## config.mk

```make
export PLATFORM = sky130hd
export DESIGN_NAME = hnm_queue
export DESIGN_NICKNAME = d
export VERILOG_FILES = /design/src/design/height_to_normal_map_macros.svh /design/src/design/hnm_pkg.sv /design/src/design/hnm_queue.sv
export SDC_FILE = /design/constraint.sdc
export NUM_CORES = 1
export LEC_CHECK = 0
export ABC_CLOCK_PERIOD_IN_PS = 3800
export BUFFER_PORTS_ARGS = -buffer_cell sky130_fd_sc_hd__buf_4
export CORE_UTILIZATION = 55
export DETAILED_ROUTE_END_ITERATION = 16
export PLACE_DENSITY_LB_ADDON = 0.15
export SYNTH_ARGS = -nofsm -noshare
export SYNTH_HDL_FRONTEND = slang
export SYNTH_SLANG_ARGS = --single-unit
```

## constraint.sdc

```tcl
create_clock -name clock -period 3.8 [get_ports clock]
set_clock_uncertainty 0.15 [all_clocks]
set_input_delay 0.57 -clock clock [delete_from_list [all_inputs] [get_ports clock]]
set_output_delay 0.57 -clock clock [all_outputs]
set_load 0.02 [all_outputs]
```

## src/design/height_to_normal_map_macros.svh

```systemverilog
// Assertion helpers for the design files; hnm_back uses them.
`ifndef HEIGHT_TO_NORMAL_MAP_MACROS_SVH
`define HEIGHT_TO_NORMAL_MAP_MACROS_SVH

// Checked on every clock edge outside reset.
`define HNM_ASSERT(label, prop, msg) \
   label: assert property (@(posedge clock) disable iff (reset) prop) else $error(msg);

// Checked on every clock edge, reset included.
`define HNM_ASSERT_ALWAYS(label, prop, msg) \
   label: assert property (@(posedge clock) prop) else $error(msg);

`endif

```

## src/design/hnm_pkg.sv

```systemverilog
`default_nettype none
package hnm_pkg;

   localparam int MAX_WIDTH_DEFAULT   = 4096;
   localparam int SAMPLE_BITS_DEFAULT = 16;
   localparam int QUEUE_DEPTH         = 4;

   // configuration register indexes
   localparam logic [1:0] CSR_IMAGE_WIDTH    = 2'd0;
   localparam logic [1:0] CSR_HEIGHT_SCALE   = 2'd1;
   localparam logic [1:0] CSR_SLOPE_STRENGTH = 2'd2;
   localparam logic [1:0] CSR_INVERT_Y       = 2'd3;

   // input command codes
   localparam logic CMD_SAMPLE = 1'b0;
   localparam logic CMD_DRAIN  = 1'b1;

   // one pixel's neighborhood, handed from front to back
   typedef struct packed {
      logic [15:0] hl;
      logic [15:0] hr;
      logic [15:0] hd;
      logic [15:0] hu;
      logic [11:0] col;
      logic        row_end;
      logic        frame_end;
   } task_type;

   typedef struct packed {
      logic [15:0] height_scale;
      logic [15:0] slope_strength;
      logic        invert_y;
   } cfg_type;

   typedef struct packed {
      logic [7:0]  red;
      logic [7:0]  green;
      logic [7:0]  blue;
      logic [11:0] pixel_col;
      logic        row_end;
      logic        frame_end;
   } result_type;

   typedef enum logic [2:0] {
      F_IDLE,
      F_RD_L,
      F_RD_R,
      F_RD_C,
      F_CAP,
      F_PUSH
   } front_state_type;

   typedef enum logic [3:0] {
      B_IDLE,
      B_GAIN,
      B_PROD,
      B_NORM,
      B_SQR,
      B_SUM,
      B_SQRT,
      B_DSET,
      B_DIV,
      B_OUT
   } back_state_type;

endpackage
`default_nettype wire

```

## src/design/hnm_queue.sv

```systemverilog
`default_nettype none
module hnm_queue #(
   parameter int DEPTH = hnm_pkg::QUEUE_DEPTH
) (
   input  wire logic              clock,
   input  wire logic              reset,
   input  wire logic              push,
   input  wire hnm_pkg::task_type push_data,
   output logic                   full,
   input  wire logic              pop,
   output hnm_pkg::task_type      pop_data,
   output logic                   empty
);

   localparam int AW = (DEPTH > 1) ? $clog2(DEPTH) : 1;
   localparam int CW = $clog2(DEPTH + 1);

   hnm_pkg::task_type entry_ff [DEPTH];
   logic [AW-1:0] wr_ptr_ff, wr_ptr_in;
   logic [AW-1:0] rd_ptr_ff, rd_ptr_in;
   logic [CW-1:0] count_ff, count_in;
   logic          do_push, do_pop;

   assign full     = (count_ff == CW'(DEPTH));
   assign empty    = (count_ff == '0);
   assign do_push  = push && !full;
   assign do_pop   = pop && !empty;
   assign pop_data = entry_ff[rd_ptr_ff];

   always_comb begin
      wr_ptr_in = wr_ptr_ff;
      rd_ptr_in = rd_ptr_ff;
      count_in  = count_ff;
      if (do_push) begin
         wr_ptr_in = (wr_ptr_ff == AW'(DEPTH - 1)) ? '0 : wr_ptr_ff + AW'(1);
      end
      if (do_pop) begin
         rd_ptr_in = (rd_ptr_ff == AW'(DEPTH - 1)) ? '0 : rd_ptr_ff + AW'(1);
      end
      if (do_push && !do_pop) begin
         count_in = count_ff + CW'(1);
      end else if (do_pop && !do_push) begin
         count_in = count_ff - CW'(1);
      end
   end

   always_ff @(posedge clock) begin
      if (reset) begin
         wr_ptr_ff <= '0;
         rd_ptr_ff <= '0;
         count_ff  <= '0;
      end else begin
         wr_ptr_ff <= wr_ptr_in;
         rd_ptr_ff <= rd_ptr_in;
         count_ff  <= count_in;
      end
   end

   always_ff @(posedge clock) begin
      if (do_push) begin
         entry_ff[wr_ptr_ff] <= push_data;
      end
   end

endmodule
`default_nettype wire

```

; Word-level counts from Yosys, hierarchy flattened
; Memory sizes are Yosys's and may differ from the RTL's. A register that Yosys moved wholly into a read port is not among the register bits.
; Index checks and enable logic that the tools add are counted.
[op_classes]
n_addsub = 4
multipliers = 0
n_div = 0
order_cmp = 0
n_eq_ne = 3
n_shift = 0
mux = 8
n_bitwise = 0
reduce_logical = 10
[ops]
columns = cell, n
row1 = 2-to-1 mux 2 bit, 4
row2 = 2-to-1 mux 3 bit, 2
row3 = adder 2 x 1 -> 2 bit (second input constant), 2
row4 = equality test 2 bit (second input constant), 2
row5 = logical AND 1 bit, 4
row6 = logical NOT 1 bit, 4
row7 = adder 3 x 1 -> 3 bit (second input constant), 1
row8 = equality test 3 bit (second input constant), 1
row9 = logical NOT 3 bit, 1
row10 = subtractor 3 x 1 -> 3 bit (second input constant), 1
row11 = 2-to-1 mux 1 bit, 2
row12 = nonzero test 2 bit, 1
[totals]
regBits = 7
latchBits = 0
mem_bits_rw = 312
romBits = 0
input_bits = 82
elab_cells = 29
memories = 1
[memory_table]
columns = name, depth, width, rd, rd_clocked_by_memory_dff, wr, line_no
row1 = entry_ff, 4, 78, 1, 1, 1, hnm_queue.sv:18  ; hnm_pkg::task_type entry_ff [DEPTH];

; Longest topological paths before layout
[logic_depth]
ltp_word = 7
mapped_depth = 10
depth_no_buf = 9

; Worst setup path after synthesis
; Ideal clock, no wire load.
[synth_path]
kind = register to register
from = reg count_ff[0]
to = mem entry_ff[0][0] (netlist bit), enable pin
arrival_ps = 2544
path_slack_ps = 661
stages_incl_launch_ff = 4
path_buffers = 1
synth_period_minus_slack_ps = 3139
cell_sequence = dfxtp_1 or3b_1 buf_2 and3_1
[synth_between]
elab_chain_len = 5
[synth_rtl]
columns = element, line_no
row1 = from (decl), hnm_queue.sv:21  ; logic [CW-1:0] count_ff, count_in;
row2 = from (signal assigned), hnm_queue.sv:55  ; count_ff <= count_in;
row3 = equality test 3 bit, hnm_queue.sv:24  ; assign full = (count_ff == CW'(DEPTH));
row4 = logical NOT 1 bit, hnm_queue.sv:26  ; assign do_push = push && !full;
row5 = logical AND 1 bit, hnm_queue.sv:26
row6 = 2-to-1 mux 1 bit, hnm_queue.sv:60  ; if (do_push) begin
row7 = 2-to-1 mux 1 bit (implied by the code), hnm_queue.sv:61  ; entry_ff[wr_ptr_ff] <= push_data;
row8 = to (decl), hnm_queue.sv:18
; Every way passes these cells.

==> out/results.txt <==
number of port buffers: 161
All-Layer GR Usage: 19.2%
Antenna Cells: 0
Avg WL per Cell: 21.8 um
Area Growth Syn to Fin: 21.1%
initial core utilization: 56.0%
Max VDD drop: 0.468 mV
initial antenna violation count: 0
CTS root buf: clkbuf_16
Core Area: 21,000 um2
cts bufs inserted: 31
period utilization: 77.9%
Fillers: 1,358
Netlist cell types: 25
nets: 731
# clock sinks: 321
crit-path max FO: 17
Synthesized Nets: 547
commonest non-fill, non-tap cell in the layout: edfxtp_1
status: complete, no violations
CTS tree: done
Max Buffers Root-to-Sink: 3
required time of the critical path: 3.08 ns
H-tree Lvls: 1
Yosys reg bits: 321
Power Density: 669 nW/um2
CP Class: flop to primary output
max-slew violation count: 0
die area: 21,900 um2
Yosys Warn Count: 0
worst slew pin tran: 0.785 ns
vias post-DR: 5,272
Period minus WS final: 2.96 ns
number of hold violations in the final report: 0
# IOs: 162
DRC Markers: 0
number of global-route vias before repair: 5,717
GP Congestion: 0.718
first-pass GRT wire length: 31,500 um
grt ovf: 0
Clk pin slew, worst setup/hold paths: 0.06 ns
register area share after synthesis: 81.3%
Die Span Y: 148 um
antenna-violating nets left: 0
max_cap viols: 0
Final Setup Violations: 0
Area contributors post-synth: edfxtp_1, mux4_2, dfxtp_1
Worst-Skew Late Latency: 0.53 ns
Rows: 53
Mapped Cells: 458
DR iter-0 viols: 246
Worst Setup Start Kind: flop
TNS Setup: 0 ns
synthesized area: 11,700 um2
Hold WC Path Type: input port to flop
Final Instance Area: 14,200 um2
Leak Pwr: 4.79 nW
CP arrival: 2.24 ns
Slew Limit Headroom: 47.7%
most frequent cells in the layout: edfxtp_1, buf_4, mux4_2
RSZ-0062 raised after global routing: false
Detail Placement HPWL: 12,400 um
Post-CTS Setup Bufs: 0
final wirelength: 20,500 um
fmax: 338 MHz
dominant cell type by area after synthesis: edfxtp_1
CP Capture Type: primary output
via/cell ratio: 5.60
share of the synthesized area in the top cell type: 79.8%
share of cells above drive strength 1: 44.6%
die width: 148 um
Syn Area/Cell: 25.6 um2
post-placement cell area: 13,300 um2
cts repair resizes: 0
Hold Buf Count CTS: 0
pin count of the biggest net entering global routing: 48
first-pass detailed-route iteration total: 4
[worst max-delay path, cell delays in order (launching register included)]
cell	delay (ns)
dfxtp_4	0.58
buf_4	0.39
mux4_2	0.56
buf_4	0.17
[per-stage QoR]
step                util (%)  cells  total power, mW  setup slack [ns]  hold slack (ns)
floorplan                  -    458             5.98             0.661            0.313
global placement        63.4    884             6.81              1.34            0.316
detailed placement      63.4    884             6.86              1.28            0.340
CTS                     67.9    941             9.62             0.759           0.0606
global route            67.9    941             9.89             0.672           0.0576
finish                  67.9    941             9.52             0.838           0.0747
[Yosys cell counts, drive strengths merged]
master	instances
a21oi	3
or3	2
buf	14
nor2	4
o21ai	2
fa	1
or3b	1
edfxtp	312
o31ai	2
and3	4
mux4	78
clkbuf	6
xor2	2
mux2i	2
inv	5
nor3	2
nand2	1
nand3	2
dfxtp	9
ha	6
[power by group]
part | switching (mW) | internal (mW)
Sequential | 0.153 | 4.28
Combinational | 1.20 | 1.10
Clock | 1.18 | 1.59
[area by class of cell]
type	instances	area, um2	share of cell area, %
timing repair buffer	171	1330	9.38
sequential	321	9560	67.2
clock inverter	11	83.8	0.590
clock buffer	46	842	5.92
tap	275	344	2.42
multi-input combinational	112	2040	14.3
inverter	5	18.8	0.132
[kinds of logic (layout without fill, tap and decap cells)]
family / count (synthesis) / count (layout) / synth area share [%]
AO/OA/AOI/OAI: 7 / 7 / 0.384
multiplexers: 80 / 80 / 15.1
flip-flops: 321 / 321 / 81.3
buffers and inverters: 25 / 233 / 1.49
adder cells (fa/ha/maj): 7 / 7 / 0.810
AND/OR/NAND/NOR: 16 / 16 / 0.724
XOR/XNOR: 2 / 2 / 0.149
[state kept, by name (all words and copies together) (netlist names), named ones only]
signal / count
wr_ptr_ff: 2
count_ff: 3
entry_ff: 312
rd_ptr_ff: 2
[routing by layer]
| layer | GRT usage (%) | wire length (um) |
|---|---|---|
| met1 | 25.9 | 8290 |
| met2 | 32.0 | 10300 |
| met3 | 4.48 | 1630 |
| met4 | 5.41 | 272 |
| met5 | 0 | 0 |
[worst paths after layout]
path / start / end / slack [ns] / depth (start not counted)
hold / removal: push_data[73] / entry_ff[3][73] / 0.07 / 1
setup reg to reg: count_ff[0] / count_ff[2] / 1.24 / 7
hold reg to reg: rd_ptr_ff[0] / flop / 0.35 / 2
setup / recovery: flop / pop_data[32] / 0.84 / 3
No activity file was read; power rests on OpenSTA's default activity.
